**config.mk**
```make
export PLATFORM = sky130hd
export DESIGN_NAME = best_fit_segment_allocator
export DESIGN_NICKNAME = d
export VERILOG_FILES = /design/src/hdl/bfsa_pkg.sv /design/src/hdl/bfsa_rem.sv /design/src/hdl/bfsa_table.sv /design/src/hdl/bfsa_seq.sv /design/src/hdl/best_fit_segment_allocator.sv
export SDC_FILE = /design/constraint.sdc
export NUM_CORES = 2
export LEC_CHECK = 0
export BUFFER_PORTS_ARGS = -buffer_cell sky130_fd_sc_hd__buf_2
export CORE_AREA = 3 3 638 640
export DETAILED_ROUTE_END_ITERATION = 6
export DIE_AREA = 0 0 641 643
export PLACE_DENSITY = 0.48
export SYNTH_ARGS = -nofsm -noshare
export SYNTH_HDL_FRONTEND = slang
export SYNTH_SLANG_ARGS = --single-unit
export TNS_END_PERCENT = 30
```
**constraint.sdc**
```tcl
create_clock -name clk -period 12.6 [get_ports clk]
set_input_delay 2.52 -clock clk [delete_from_list [all_inputs] [get_ports clk]]
set_output_delay 2.52 -clock clk [all_outputs]
set_load 0.05 [all_outputs]
```
**src/hdl/bfsa_pkg.sv**
```systemverilog
package bfsa_pkg;

  localparam int unsigned LEN_W     = 17;
  localparam int unsigned START_W   = 16;
  localparam int unsigned UNIT_W    = 13;
  localparam int unsigned OWN_W     = 7;
  localparam int unsigned FILL_W    = 8;
  localparam int unsigned SIZE_W    = LEN_W + 1;
  localparam int unsigned CFG_IDX_W = 2;
  localparam int unsigned STEP_W    = $clog2(LEN_W + 1);

  localparam logic [CFG_IDX_W-1:0] REG_TOTAL = 2'd0;
  localparam logic [CFG_IDX_W-1:0] REG_UNIT  = 2'd1;

  localparam logic KIND_ALLOC = 1'b0;
  localparam logic KIND_FREE  = 1'b1;

  localparam logic [FILL_W-1:0] FREE_MARK  = 8'hFF;
  localparam logic [LEN_W-1:0]  MEM_LIMIT  = 17'd65536;
  localparam logic [UNIT_W-1:0] UNIT_RESET = 13'd16;
  localparam logic [UNIT_W-1:0] UNIT_MIN   = 13'd1;

  typedef logic [1:0] status_t;
  localparam status_t ST_DONE     = 2'd0;
  localparam status_t ST_NO_FIT   = 2'd1;
  localparam status_t ST_NO_OWNER = 2'd2;
  localparam status_t ST_FULL     = 2'd3;

  typedef struct packed {
    logic [FILL_W-1:0] owner;
    logic [LEN_W-1:0]  start;
    logic [LEN_W-1:0]  len;
  } seg_entry_t;

  typedef struct packed {
    status_t            status;
    logic [START_W-1:0] start;
    logic [LEN_W-1:0]   len;
    logic [FILL_W-1:0]  fill;
  } result_t;

  typedef struct packed {
    logic              start;
    logic [LEN_W-1:0]  dividend;
    logic [UNIT_W-1:0] divisor;
  } rem_req_t;

  typedef struct packed {
    logic              done;
    logic [UNIT_W-1:0] rem;
  } rem_rsp_t;

endpackage

```
**src/hdl/bfsa_rem.sv**
```systemverilog
module bfsa_rem (
  input  logic               clk,
  input  logic               rst_n,
  input  bfsa_pkg::rem_req_t req,
  output bfsa_pkg::rem_rsp_t rsp
);

  logic [bfsa_pkg::LEN_W-1:0]  dvd_r, dvd_nxt;
  logic [bfsa_pkg::UNIT_W-1:0] dvs_r, dvs_nxt;
  logic [bfsa_pkg::UNIT_W-1:0] rem_r, rem_nxt;
  logic [bfsa_pkg::STEP_W-1:0] step_r, step_nxt;
  logic                        busy_r, busy_nxt;
  logic                        done_r, done_nxt;
  logic [bfsa_pkg::UNIT_W:0]   shifted;
  logic [bfsa_pkg::UNIT_W:0]   trial;

  // one restoring step: bring down the next dividend bit, subtract if it fits
  assign shifted = {rem_r, dvd_r[bfsa_pkg::LEN_W-1]};
  assign trial   = shifted - {1'b0, dvs_r};

  always_comb begin
    dvd_nxt  = dvd_r;
    dvs_nxt  = dvs_r;
    rem_nxt  = rem_r;
    step_nxt = step_r;
    busy_nxt = busy_r;
    done_nxt = 1'b0;
    if (req.start) begin
      dvd_nxt  = req.dividend;
      dvs_nxt  = req.divisor;
      rem_nxt  = '0;
      step_nxt = bfsa_pkg::STEP_W'(bfsa_pkg::LEN_W);
      busy_nxt = 1'b1;
    end else if (busy_r) begin
      dvd_nxt  = {dvd_r[bfsa_pkg::LEN_W-2:0], 1'b0};
      if (shifted >= {1'b0, dvs_r}) begin
        rem_nxt = trial[bfsa_pkg::UNIT_W-1:0];
      end else begin
        rem_nxt = shifted[bfsa_pkg::UNIT_W-1:0];
      end
      step_nxt = step_r - 1'b1;
      if (step_r == bfsa_pkg::STEP_W'(1)) begin
        busy_nxt = 1'b0;
        done_nxt = 1'b1;
      end
    end
  end

  always_ff @(posedge clk) begin
    if (!rst_n) begin
      busy_r <= 1'b0;
      done_r <= 1'b0;
      step_r <= '0;
    end else begin
      busy_r <= busy_nxt;
      done_r <= done_nxt;
      step_r <= step_nxt;
    end
  end

  always_ff @(posedge clk) begin
    dvd_r <= dvd_nxt;
    dvs_r <= dvs_nxt;
    rem_r <= rem_nxt;
  end

  assign rsp.done = done_r;
  assign rsp.rem  = rem_r;

endmodule

```
**src/hdl/bfsa_table.sv**
```systemverilog
module bfsa_table #(
  parameter int unsigned DEPTH = 64,
  localparam int unsigned IDX_W = $clog2(DEPTH)
) (
  input  logic                         clk,
  input  logic                         rst_n,
  input  logic                         clear,
  input  logic [bfsa_pkg::LEN_W-1:0]   total,
  input  logic [IDX_W-1:0]             rd_addr,
  output bfsa_pkg::seg_entry_t         rd_data,
  input  logic                         wr_en,
  input  logic [IDX_W-1:0]             wr_addr,
  input  bfsa_pkg::seg_entry_t         wr_data
);

  bfsa_pkg::seg_entry_t mem [DEPTH];
  bfsa_pkg::seg_entry_t q_r;
  bfsa_pkg::seg_entry_t init_entry;
  logic                 init_r;
  logic                 rd_init_r;

  always_ff @(posedge clk) begin
    if (wr_en) begin
      mem[wr_addr] <= wr_data;
    end
    q_r <= mem[rd_addr];
  end

  // entry 0 reads as the whole memory free after reset or clear, until the first write lands there
  always_ff @(posedge clk) begin
    if (!rst_n) begin
      init_r    <= 1'b1;
      rd_init_r <= 1'b0;
    end else begin
      if (clear) begin
        init_r <= 1'b1;
      end else if (wr_en && (wr_addr == '0)) begin
        init_r <= 1'b0;
      end
      rd_init_r <= init_r && (rd_addr == '0);
    end
  end

  always_comb begin
    init_entry.owner = bfsa_pkg::FREE_MARK;
    init_entry.start = '0;
    init_entry.len   = total;
  end

  assign rd_data = rd_init_r ? init_entry : q_r;

endmodule

```
**src/hdl/bfsa_seq.sv**
```systemverilog
module bfsa_seq #(
  parameter int unsigned DEPTH = 64,
  localparam int unsigned IDX_W = $clog2(DEPTH),
  localparam int unsigned CNT_W = $clog2(DEPTH + 1)
) (
  input  logic                           clk,
  input  logic                           rst_n,
  input  logic                           clear,
  input  logic [bfsa_pkg::UNIT_W-1:0]    unit,
  input  logic                           in_valid,
  output logic                           in_ready,
  input  logic                           in_kind,
  input  logic [bfsa_pkg::OWN_W-1:0]     in_owner_id,
  input  logic [bfsa_pkg::LEN_W-1:0]     in_request_bytes,
  output logic                           out_valid,
  input  logic                           out_ready,
  output bfsa_pkg::result_t              out_res,
  output bfsa_pkg::rem_req_t             rem_req,
  input  bfsa_pkg::rem_rsp_t             rem_rsp,
  output logic [IDX_W-1:0]               rd_addr,
  input  bfsa_pkg::seg_entry_t           rd_data,
  output logic                           wr_en,
  output logic [IDX_W-1:0]               wr_addr,
  output bfsa_pkg::seg_entry_t           wr_data
);

  typedef enum logic [9:0] {
    S_IDLE      = 10'b0000000001,
    S_DIV       = 10'b0000000010,
    S_SCAN      = 10'b0000000100,
    S_DECIDE    = 10'b0000001000,
    S_SHIFT     = 10'b0000010000,
    S_SPLIT_HI  = 10'b0000100000,
    S_SPLIT_LO  = 10'b0001000000,
    S_MERGE     = 10'b0010000000,
    S_MERGE_END = 10'b0100000000,
    S_DONE      = 10'b1000000000
  } state_t;

  state_t                          state_r, state_nxt;
  logic                            kind_r, kind_nxt;
  logic [bfsa_pkg::OWN_W-1:0]      owner_r, owner_nxt;
  logic [bfsa_pkg::LEN_W-1:0]      req_r, req_nxt;
  logic [bfsa_pkg::SIZE_W-1:0]     size_r, size_nxt;
  logic [CNT_W-1:0]                count_r, count_nxt;
  logic [CNT_W-1:0]                ra_r, ra_nxt;
  logic                            dv_r, dv_nxt;
  logic [IDX_W-1:0]                didx_r, didx_nxt;
  logic                            found_r, found_nxt;
  logic [IDX_W-1:0]                best_r, best_nxt;
  logic [bfsa_pkg::LEN_W-1:0]      best_len_r, best_len_nxt;
  logic [bfsa_pkg::LEN_W-1:0]      best_begin_r, best_begin_nxt;
  logic [IDX_W-1:0]                w_r, w_nxt;
  bfsa_pkg::seg_entry_t            acc_r, acc_nxt;
  bfsa_pkg::result_t               res_r, res_nxt;
  bfsa_pkg::result_t               out_r, out_nxt;
  logic                            out_valid_r, out_valid_nxt;

  logic                            accept;
  logic                            issue;
  logic [bfsa_pkg::LEN_W-1:0]      size_len;
  logic [bfsa_pkg::FILL_W-1:0]     owner_fill;
  bfsa_pkg::seg_entry_t            merge_in;
  logic                            fit;

  assign in_ready   = (state_r == S_IDLE);
  assign accept     = in_valid && in_ready;
  assign size_len   = size_r[bfsa_pkg::LEN_W-1:0];
  assign owner_fill = {1'b0, owner_r};
  assign rd_addr    = ra_r[IDX_W-1:0];

  always_comb begin
    rem_req.start    = accept && (in_kind == bfsa_pkg::KIND_ALLOC) && (in_request_bytes != '0);
    rem_req.dividend = in_request_bytes;
    rem_req.divisor  = unit;
  end

  always_comb begin
    case (state_r)
      S_SCAN, S_MERGE: issue = (ra_r < count_r);
      S_SHIFT:         issue = (ra_r > CNT_W'(best_r));
      default:         issue = 1'b0;
    endcase
  end

  // best-fit test for the entry coming out of the table
  assign fit = (rd_data.owner == bfsa_pkg::FREE_MARK) &&
               ({1'b0, rd_data.len} >= size_r) &&
               (!found_r || (rd_data.len < best_len_r));

  always_comb begin
    merge_in = rd_data;
    if (didx_r == best_r) begin
      merge_in.owner = bfsa_pkg::FREE_MARK;
    end
  end

  always_comb begin
    state_nxt      = state_r;
    kind_nxt       = kind_r;
    owner_nxt      = owner_r;
    req_nxt        = req_r;
    size_nxt       = size_r;
    count_nxt      = count_r;
    ra_nxt         = ra_r;
    dv_nxt         = issue;
    didx_nxt       = ra_r[IDX_W-1:0];
    found_nxt      = found_r;
    best_nxt       = best_r;
    best_len_nxt   = best_len_r;
    best_begin_nxt = best_begin_r;
    w_nxt          = w_r;
    acc_nxt        = acc_r;
    res_nxt        = res_r;
    out_nxt        = out_r;
    out_valid_nxt  = out_valid_r;
    wr_en          = 1'b0;
    wr_addr        = '0;
    wr_data        = acc_r;

    if (out_valid_r && out_ready) begin
      out_valid_nxt = 1'b0;
    end

    case (state_r)
      S_IDLE: begin
        if (accept) begin
          kind_nxt  = in_kind;
          owner_nxt = in_owner_id;
          req_nxt   = in_request_bytes;
          ra_nxt    = '0;
          found_nxt = 1'b0;
          res_nxt   = '0;
          if (in_kind == bfsa_pkg::KIND_FREE) begin
            state_nxt = S_SCAN;
          end else if (in_request_bytes == '0) begin
            res_nxt.status = bfsa_pkg::ST_NO_FIT;
            state_nxt      = S_DONE;
          end else begin
            state_nxt = S_DIV;
          end
        end
      end
      S_DIV: begin
        if (rem_rsp.done) begin
          // round up to the next multiple of the unit
          if (rem_rsp.rem == '0) begin
            size_nxt = {1'b0, req_r};
          end else begin
            size_nxt = {1'b0, req_r} - bfsa_pkg::SIZE_W'(rem_rsp.rem) +
                       bfsa_pkg::SIZE_W'(unit);
          end
          state_nxt = S_SCAN;
        end
      end
      S_SCAN: begin
        if (issue) begin
          ra_nxt = ra_r + 1'b1;
        end
        if (dv_r) begin
          if (kind_r == bfsa_pkg::KIND_ALLOC) begin
            if (fit) begin
              found_nxt      = 1'b1;
              best_nxt       = didx_r;
              best_len_nxt   = rd_data.len;
              best_begin_nxt = rd_data.start;
            end
          end else if (!found_r && (rd_data.owner == owner_fill)) begin
            found_nxt      = 1'b1;
            best_nxt       = didx_r;
            best_len_nxt   = rd_data.len;
            best_begin_nxt = rd_data.start;
          end
        end
        if (!issue && !dv_r) begin
          state_nxt = S_DECIDE;
        end
      end
      S_DECIDE: begin
        res_nxt = '0;
        if (kind_r == bfsa_pkg::KIND_ALLOC) begin
          if (!found_r) begin
            res_nxt.status = bfsa_pkg::ST_NO_FIT;
            state_nxt      = S_DONE;
          end else if (({1'b0, best_len_r} > size_r) && (count_r == CNT_W'(DEPTH))) begin
            res_nxt.status = bfsa_pkg::ST_FULL;
            state_nxt      = S_DONE;
          end else begin
            res_nxt.status = bfsa_pkg::ST_DONE;
            res_nxt.start  = best_begin_r[bfsa_pkg::START_W-1:0];
            res_nxt.len    = size_len;
            res_nxt.fill   = owner_fill;
            if ({1'b0, best_len_r} == size_r) begin
              wr_en         = 1'b1;
              wr_addr       = best_r;
              wr_data.owner = owner_fill;
              wr_data.start = best_begin_r;
              wr_data.len   = size_len;
              state_nxt     = S_DONE;
            end else begin
              ra_nxt    = count_r - 1'b1;
              state_nxt = S_SHIFT;
            end
          end
        end else begin
          if (!found_r) begin
            res_nxt.status = bfsa_pkg::ST_NO_OWNER;
            state_nxt      = S_DONE;
          end else begin
            res_nxt.status = bfsa_pkg::ST_DONE;
            res_nxt.start  = best_begin_r[bfsa_pkg::START_W-1:0];
            res_nxt.len    = best_len_r;
            res_nxt.fill   = bfsa_pkg::FREE_MARK;
            ra_nxt         = '0;
            w_nxt          = '0;
            state_nxt      = S_MERGE;
          end
        end
      end
      S_SHIFT: begin
        // move entries above the split one slot up, top first
        if (issue) begin
          ra_nxt = ra_r - 1'b1;
        end
        if (dv_r) begin
          wr_en   = 1'b1;
          wr_addr = didx_r + 1'b1;
          wr_data = rd_data;
        end
        if (!issue && !dv_r) begin
          state_nxt = S_SPLIT_HI;
        end
      end
      S_SPLIT_HI: begin
        wr_en         = 1'b1;
        wr_addr       = best_r + 1'b1;
        wr_data.owner = bfsa_pkg::FREE_MARK;
        wr_data.start = best_begin_r + size_len;
        wr_data.len   = best_len_r - size_len;
        state_nxt     = S_SPLIT_LO;
      end
      S_SPLIT_LO: begin
        wr_en         = 1'b1;
        wr_addr       = best_r;
        wr_data.owner = owner_fill;
        wr_data.start = best_begin_r;
        wr_data.len   = size_len;
        count_nxt     = count_r + 1'b1;
        state_nxt     = S_DONE;
      end
      S_MERGE: begin
        // compact the table, folding each free run into its first entry
        if (issue) begin
          ra_nxt = ra_r + 1'b1;
        end
        if (dv_r) begin
          if (didx_r == '0) begin
            acc_nxt = merge_in;
          end else if ((acc_r.owner == bfsa_pkg::FREE_MARK) &&
                       (merge_in.owner == bfsa_pkg::FREE_MARK)) begin
            acc_nxt.len = acc_r.len + merge_in.len;
          end else begin
            wr_en   = 1'b1;
            wr_addr = w_r;
            wr_data = acc_r;
            w_nxt   = w_r + 1'b1;
            acc_nxt = merge_in;
          end
        end
        if (!issue && !dv_r) begin
          state_nxt = S_MERGE_END;
        end
      end
      S_MERGE_END: begin
        wr_en     = 1'b1;
        wr_addr   = w_r;
        wr_data   = acc_r;
        count_nxt = CNT_W'(w_r) + 1'b1;
        state_nxt = S_DONE;
      end
      S_DONE: begin
        if (!out_valid_r || out_ready) begin
          out_nxt       = res_r;
          out_valid_nxt = 1'b1;
          state_nxt     = S_IDLE;
        end
      end
      default: begin
        state_nxt = S_IDLE;
      end
    endcase

    if (clear) begin
      count_nxt = CNT_W'(1);
    end
  end

  always_ff @(posedge clk) begin
    if (!rst_n) begin
      state_r     <= S_IDLE;
      count_r     <= CNT_W'(1);
      dv_r        <= 1'b0;
      out_valid_r <= 1'b0;
    end else begin
      state_r     <= state_nxt;
      count_r     <= count_nxt;
      dv_r        <= dv_nxt;
      out_valid_r <= out_valid_nxt;
    end
  end

  always_ff @(posedge clk) begin
    kind_r       <= kind_nxt;
    owner_r      <= owner_nxt;
    req_r        <= req_nxt;
    size_r       <= size_nxt;
    ra_r         <= ra_nxt;
    didx_r       <= didx_nxt;
    found_r      <= found_nxt;
    best_r       <= best_nxt;
    best_len_r   <= best_len_nxt;
    best_begin_r <= best_begin_nxt;
    w_r          <= w_nxt;
    acc_r        <= acc_nxt;
    res_r        <= res_nxt;
    out_r        <= out_nxt;
  end

  assign out_valid = out_valid_r;
  assign out_res   = out_r;

endmodule

```
**src/hdl/best_fit_segment_allocator.sv**
```systemverilog
// Best-fit segment allocator over a memory of total_bytes bytes.
// Input channel (in_valid/in_ready): one item is an allocate (in_kind 0) of
// in_request_bytes for in_owner_id, or a free (in_kind 1) of the first
// segment owned by in_owner_id. Each item gives exactly one result item on
// out_valid/out_ready carrying status, start, length and fill owner.
// Configuration (cfg_we/cfg_index/cfg_data) must be written only while idle;
// the block does not enforce it. Index 0 sets total_bytes and empties the
// table, index 1 sets unit_bytes. An allocate rounds the size in the
// remainder unit, scans the table through its single read port and decides,
// then loads the output register; a split also moves the entries above the
// chosen one up by one slot. A free scans the table, then makes one
// compaction pass. A new item is taken in the cycle after the previous
// result is loaded.
// in_ready is high only while no item is in flight; a finished result waits
// in the output register and the next item is still taken, but its result
// is held until the receiver takes the previous one.
// Reset (synchronous, active low) sets 65536 bytes, unit 16 and one free
// segment covering the memory; no clearing pass is needed.
module best_fit_segment_allocator #(
  parameter int unsigned MAX_SEGMENTS = 64
) (
  input  logic                              clk,
  input  logic                              rst_n,
  input  logic                              cfg_we,
  input  logic [bfsa_pkg::CFG_IDX_W-1:0]    cfg_index,
  input  logic [bfsa_pkg::LEN_W-1:0]        cfg_data,
  input  logic                              in_valid,
  output logic                              in_ready,
  input  logic                              in_kind,
  input  logic [bfsa_pkg::OWN_W-1:0]        in_owner_id,
  input  logic [bfsa_pkg::LEN_W-1:0]        in_request_bytes,
  output logic                              out_valid,
  input  logic                              out_ready,
  output logic [1:0]                        out_status,
  output logic [bfsa_pkg::START_W-1:0]      out_seg_start,
  output logic [bfsa_pkg::LEN_W-1:0]        out_seg_length,
  output logic signed [bfsa_pkg::FILL_W-1:0] out_fill_owner
);

  localparam int unsigned IDX_W = $clog2(MAX_SEGMENTS);

  logic [bfsa_pkg::LEN_W-1:0]  total_r, total_nxt;
  logic [bfsa_pkg::UNIT_W-1:0] unit_r, unit_nxt;
  logic [bfsa_pkg::UNIT_W-1:0] unit_eff;
  logic                        clear;

  bfsa_pkg::rem_req_t          rem_req;
  bfsa_pkg::rem_rsp_t          rem_rsp;
  bfsa_pkg::result_t           res;
  bfsa_pkg::seg_entry_t        rd_data;
  bfsa_pkg::seg_entry_t        wr_data;
  logic [IDX_W-1:0]            rd_addr;
  logic [IDX_W-1:0]            wr_addr;
  logic                        wr_en;

  assign clear = cfg_we && (cfg_index == bfsa_pkg::REG_TOTAL);

  always_comb begin
    total_nxt = total_r;
    unit_nxt  = unit_r;
    if (clear) begin
      total_nxt = (cfg_data > bfsa_pkg::MEM_LIMIT) ? bfsa_pkg::MEM_LIMIT : cfg_data;
    end else if (cfg_we && (cfg_index == bfsa_pkg::REG_UNIT)) begin
      unit_nxt = cfg_data[bfsa_pkg::UNIT_W-1:0];
    end
  end

  always_ff @(posedge clk) begin
    if (!rst_n) begin
      total_r <= bfsa_pkg::MEM_LIMIT;
      unit_r  <= bfsa_pkg::UNIT_RESET;
    end else begin
      total_r <= total_nxt;
      unit_r  <= unit_nxt;
    end
  end

  // a zero unit behaves as one byte
  assign unit_eff = (unit_r == '0) ? bfsa_pkg::UNIT_MIN : unit_r;

  bfsa_rem u_rem (
    .clk   (clk),
    .rst_n (rst_n),
    .req   (rem_req),
    .rsp   (rem_rsp)
  );

  bfsa_table #(
    .DEPTH (MAX_SEGMENTS)
  ) u_table (
    .clk     (clk),
    .rst_n   (rst_n),
    .clear   (clear),
    .total   (total_r),
    .rd_addr (rd_addr),
    .rd_data (rd_data),
    .wr_en   (wr_en),
    .wr_addr (wr_addr),
    .wr_data (wr_data)
  );

  bfsa_seq #(
    .DEPTH (MAX_SEGMENTS)
  ) u_seq (
    .clk              (clk),
    .rst_n            (rst_n),
    .clear            (clear),
    .unit             (unit_eff),
    .in_valid         (in_valid),
    .in_ready         (in_ready),
    .in_kind          (in_kind),
    .in_owner_id      (in_owner_id),
    .in_request_bytes (in_request_bytes),
    .out_valid        (out_valid),
    .out_ready        (out_ready),
    .out_res          (res),
    .rem_req          (rem_req),
    .rem_rsp          (rem_rsp),
    .rd_addr          (rd_addr),
    .rd_data          (rd_data),
    .wr_en            (wr_en),
    .wr_addr          (wr_addr),
    .wr_data          (wr_data)
  );

  assign out_status     = res.status;
  assign out_seg_start  = res.start;
  assign out_seg_length = res.len;
  assign out_fill_owner = res.fill;

endmodule
```
After elaboration in Yosys (flattened, before gate mapping)
Memory sizes are Yosys's and may differ from the RTL's. A register that Yosys moved wholly into a read port is not among the register bits.
Index checks and enable logic that the tools add are counted.
Widths: inputs -> output; s select.
- register bits: 332
- memory bits (writable): 2688
- input bits: 49
- word-level logic and storage cells: 260
- memories kept: 1
- add/sub/neg operators: 15
- order comparisons: 7
- eq/ne operators: 39
- multiplexer cells: 103
- bitwise logic cells: 4
- reduce and logical (&&, ||, !) cells: 53
- memory list (name ; words ; width ; read ports ; clocked after Yosys merged registers in ; write ports ; RTL line ; RTL):
    u_table.mem ; 64 ; 42 ; 1 ; 1 ; 1 ; bfsa_table.sv:16 ; bfsa_pkg::seg_entry_t mem [DEPTH];
- operator list (operator ; count):
    $mux 42 ; 7
    $mux 17 ; 11
    $pmux 42 s4 ; 1
    $mux 10 ; 13
    $mux 41 ; 3
    $mux 6 ; 16
    $pmux 10 s9 ; 1
    $mux 43 ; 2
    $pmux 43 s2 ; 1
    $mux 7 ; 8
    $pmux 6 s6 ; 1
    $add 17x17->17 ; 2
    $pmux 7 s4 ; 1
    $logic_not 13->1 ; 2
    $mux 13 ; 2
    $mux 25 ; 1
    $eq 8x8->1 const B ; 3
    $mux 1 ; 23
    $ne 2x1->1 const B ; 11
    $add 18x13->18 ; 1
    $add 6x1->6 const B ; 3
    $eq 17x18->1 ; 1
    $ge 17x18->1 ; 1
    $gt 17x18->1 ; 1
    56 further kinds ; 105

Depth between registers and ports, before layout
- word-level depth: 10
- depth in mapped cells: 16

Modules after synthesis
Synthesis repeated with hierarchy kept, for this count alone.
- cells, all modules: 6354
- area, all modules: 123908.8 µm²
- by module, submodules not included (module ; instances ; cells an instance ; area an instance (µm²)):
    bfsa_table ; 1 ; 4453 ; 104182.4
    bfsa_seq ; 1 ; 1498 ; 15611.2
    bfsa_rem ; 1 ; 285 ; 3011.6
    best_fit_segment_allocator ; 1 ; 118 ; 1103.6

Least setup slack after synthesis
Ideal clock, no wire load.
- path kind: reg-to-reg
- start point: register u_seq.best_len_r[0] (netlist bit)
- end point: memory u_table.mem[0][16] (netlist bit), data pin
- setup time: 0.906 ns
- arrival: 5.849 ns
- path slack: 5.846 ns
- cell stages (with the launch flop): 13
- buffers on the path: 0
- cells stage by stage: edfxtp_1 > inv_1 > ha_1 > inv_1 > fa_1 > a21o_1 > a21o_1 > a211oi_1 > o31a_1 > nor3_1 > a31oi_1 > nor2b_1 > o41ai_1
- RTL lines (item ; RTL line ; RTL):
    start, declared ; bfsa_seq.sv:51 ; logic [bfsa_pkg::LEN_W-1:0] best_len_r, best_len_nxt;
    start signal, assigned ; bfsa_seq.sv:321 ; best_len_r <= best_len_nxt;
    end, declared ; bfsa_table.sv:16 ;

Worst setup path in the final report
- start point: register u_seq.size_r[8] (netlist bit)
- end point: memory u_table.mem[24][2] (netlist bit), enable pin
- longest elaborated chain between the ends: 8
- elaborated cells between the ends (all ways): 15
- RTL lines (item ; RTL line ; RTL):
    start, declared ; bfsa_seq.sv:44 ; logic [bfsa_pkg::SIZE_W-1:0] size_r, size_nxt;
    start signal, assigned ; bfsa_seq.sv:316 ; size_r <= size_nxt;
    $gt 17x18->1 / $eq 17x18->1 (equally long branches) ; bfsa_seq.sv:185, bfsa_seq.sv:193 ;
    $logic_and 1x1->1 / $mux 1 (equally long branches) ; bfsa_seq.sv:185, bfsa_seq.sv:193 ;
    $mux 1 ; bfsa_seq.sv:185 ; end else if (({1'b0, best_len_r} > size_r) && (count_r == CNT_W'(DEPTH))) begin
    $mux 1 ; bfsa_seq.sv:182 ; if (!found_r) begin
    $mux 1 ; bfsa_seq.sv:181 ; if (kind_r == bfsa_pkg::KIND_ALLOC) begin
    $pmux 1 s4 ; bfsa_seq.sv:125 ; case (state_r)
    $mux 1 ; bfsa_table.sv:23 ; if (wr_en) begin
    $mux 1 (not written as such) ; bfsa_table.sv:24 ; mem[wr_addr] <= wr_data;
Parallel ways exist; a longest one is shown, timed or not.

==> impl_results.md <==
- Inst Count DP: between 10000 and 15000
- Top FF cell, synth: edfxtp_1
- Synthesis-to-finish area growth: 15.64%
- First-pass GRT wire length: ~510000 um
- Port Buffers: 93
- CP Max Fanout: 42
- Post-synth EDFFs: between 2000 and 3000
- Worst setup SP type: flop
- Reg2Reg Depth: 12
- Xor/xnor share of the synthesized area: less than 1%
- WHS: roughly 420 ps
- Crit-path cells: inv_1, ha_1, nand4_1, nor4_1, nand3_1, nand2_2, buf_4, a221o_1, and2_1, nand2_1, nor2_4, buf_4
- Root Driver: clkbuf_16
- Number of clock sinks: between 2000 and 3000
- Ports: between 90 and 100
- Setup-failing EPs final: 0
- Commonest non-fill, non-tap cells in the layout: edfxtp_1 (2877), mux4_2 (600), clkbuf_16 (326)
- Final hold violations: 0
- Seq cells post-synth: roughly 3000
- Skew-Pair Late Insertion Delay: ~940 ps
- Outcome: finished clean
- Hold path start: u_seq.res_r[29]
- Pwr per Cell Area: around 210 nW/um2
- # Max-Cap Violations: 0
- Syn_area_per_cell: about 19 um2
- Fin util: around a third
- Synth warn: 0
- Adder-cell area share of the yosys netlist: ~1.7%
- Initial DRC count: approximately 7500
- Fraction of layout instances using a drive strength above 1: 22.35%
- Die X: approximately 640 um
- P_leak: around 44 nW
- Filler instances: around 38000
- Final non-filler cell total: between 10000 and 15000
- Syn nets: between 6000 and 7000
- FP Rows: 233
- Max VDD drop: about 0.15 mV
- DR vias/cell: 5.274
- Critical Path RT: approximately 13000 ps
- Antenna-violating nets left: 0
- GRT overflow: 0
- Routed WL: around 360000 um
- Post-CTS sizing: 0
- CP max stage cell: nor2_4
- Hold Path Class: reg2reg
- Total CTS buffers: 321
- Setup Skew: roughly 55 ps
- CP arrival: 6750 ps
- Unrepaired setup endpoints after global routing: no
- Worst-Margin Slew: approximately 1300 ps
- Final #Nets: between 6000 and 7000
- Vias in the first global route: roughly 64000
- Post-synthesis simple-gate area fraction: under 10%
- Slew margin rel.: between 10% and 20%
- Initial antenna violation count: 27
- Setup crit start: u_seq.size_r[8]
- CP dominant cell by count: buf_4
- Initial core utilization: around 30%
- Drt pass-1 iters: 6
- Async SR Flop Fraction: 0%
- Reg-to-reg startpoint: u_seq.size_r[8]
- Setup TNS: 0 ps
- DP HPWL: approximately 220000 um
- Synth Area in Compound Gates: 5.053%
- Post-DR wirelength/cell: approximately 30 um
- Peak Freq: ~160 MHz
- CTS tree: done
- Synthesized netlist cell count: between 6000 and 7000
- Largest net degree at the start of global routing: 99
- Largest family of logic cells by synthesized area: multiplexers
- Placeable Area: ~400000 um2
- Commonest non-fill, non-tap cell in the layout: edfxtp_1
- Mux cell area share after synthesis: 14.01%
- Multi-input gate area: between 30000 and 40000 um2
- GRT Total Usage: between 10% and 20%
- Worst setup EP type: flop
- GPL Wtd Cong: 0.8485
- Clock transition at path regs: about 60 ps
- Max clock buf depth: 4
- Register area share after synthesis: about three quarters
- Setup bufs post-CTS: 0
- Post-Syn Area: ~120000 um2
- DIE HEIGHT: around 640 um
- Register area: between 80000 and 90000 um2
- Final min period: 6210 ps
- Max incr delay on CP: 920 ps
- Hold-fix buffers, CTS: 0
- Final Slew Violations: 0
- Vias after detailed routing: between 60000 and 70000
- Type of the worst setup path: reg2reg
- Die ar.: just over 400000 um2
- Power consumption: between 20 and 30 mW
- Crit share post-route: a little under 50%
- Hold Path Cell Cnt: 0
- H-tree level count: 5
- # DRC: 0
- Post-synth cell types: between 80 and 90
## state kept, by name (all words and copies together) (netlist names), 18 cells and up
name,count
u_table.mem,2624
u_table.q_r,41
u_seq.out_res,43
u_seq.size_r,18
u_seq.acc_r,41
u_seq.res_r,43
## final timing paths
check / slack, ps / end
max: 6390 / u_table.mem[24][2]
min: 420 / u_seq.out_res[29]
max reg2reg: 6390 / u_table.mem[24][2]
min reg2reg: 420 / u_seq.out_res[29]
## area by class of cell
type | instances | area share, %
Antenna cell | 11 | 0.01974
Clock buffer | 394 | 6.107
Clock inverter | 191 | 1.499
Inverter | 149 | 0.4083
Multi-Input combinational cell | 2901 | 22.05
Sequential cell | 2995 | 63.66
Tap cell | 5287 | 4.744
Timing Repair Buffer | 286 | 1.513
## cells by family after synthesis
| group | Yosys count |
|---|---|
| XOR/XNOR | 98 |
| buffers and inverters | 468 |
| adder cells (fa/ha/maj) | 156 |
| AO/OA/AOI/OAI | 895 |
| multiplexers | 935 |
| flip-flops | 2995 |
| AND/OR/NAND/NOR | 817 |
## Yosys cell counts, types with 9 or more instances
library cell	n	area [um2]
nor3_1	63	315.3
or2_2	11	68.82
ha_1	138	1727
a221o_1	25	250.2
or3_1	11	68.82
mux2i_1	315	3153
o211ai_1	9	67.56
nand3_1	44	220.2
nand2_1	245	919.6
xnor2_1	59	516.8
a21o_1	40	300.3
fa_1	18	360.4
nor4_1	26	162.7
o31ai_1	15	112.6
o41ai_1	10	87.58
a21oi_1	216	1081
o21ai_0	151	755.7
clkbuf_1	169	634.4
o22ai_1	99	619.3
or4_1	10	75.07
a22o_1	45	394.1
inv_1	145	544.3
dfxtp_1	118	2362
nor2_1	228	855.8
xor2_1	39	341.6
nor2b_1	41	256.5
mux4_2	600	13510
and3_1	20	125.1
buf_4	24	180.2
nand3b_1	9	67.56
a221oi_1	12	105.1
nand2b_1	30	187.7
and2_1	27	168.9
o21a_1	19	142.6
nand4_1	19	118.9
buf_2	83	415.4
a211oi_1	30	225.2
a31oi_1	13	81.33
buf_1	42	157.7
o221ai_1	127	1112
edfxtp_1	2877	86390
mux2_2	20	225.2
## stage by stage
stage          setup slack, ps  area [um2]
2_1_floorplan             5846      120600
6_report                  6390      139400
3_3_place_gp              5769      128800
4_1_cts                   6297      139400
3_5_place_dp              5624      128800
5_1_grt                   6102      139400
## critical path, delay by kind of cell (launching register included)
kind / cells / cell delay, ps
AND/OR/NAND/NOR: 7 / 3100
buffers and inverters: 3 / 1210
AO/OA/AOI/OAI: 1 / 620
flip-flops: 1 / 430
adder cells (fa/ha/maj): 1 / 390
## power breakdown
group,internal (mW),switching [mW],leakage (nW)
registers,11.1,0.252,26.9
clock network,5.58,4.02,5.20
logic,3.27,5.61,12.3
total,20.0,9.88,44.5
## metal layers
| layer | global-route usage (%) | vias to the layer above | wire, um |
|---|---|---|---|
| li1 | - | 26760 | - |
| met1 | 25.69 | 34850 | 166300 |
| met2 | 26.69 | 2361 | 166700 |
| met3 | 2.671 | 439 | 24380 |
| met4 | 3.606 | 4 | 7008 |
| met5 | 0 | - | 27 |
(Power assumes the default switching activity.)
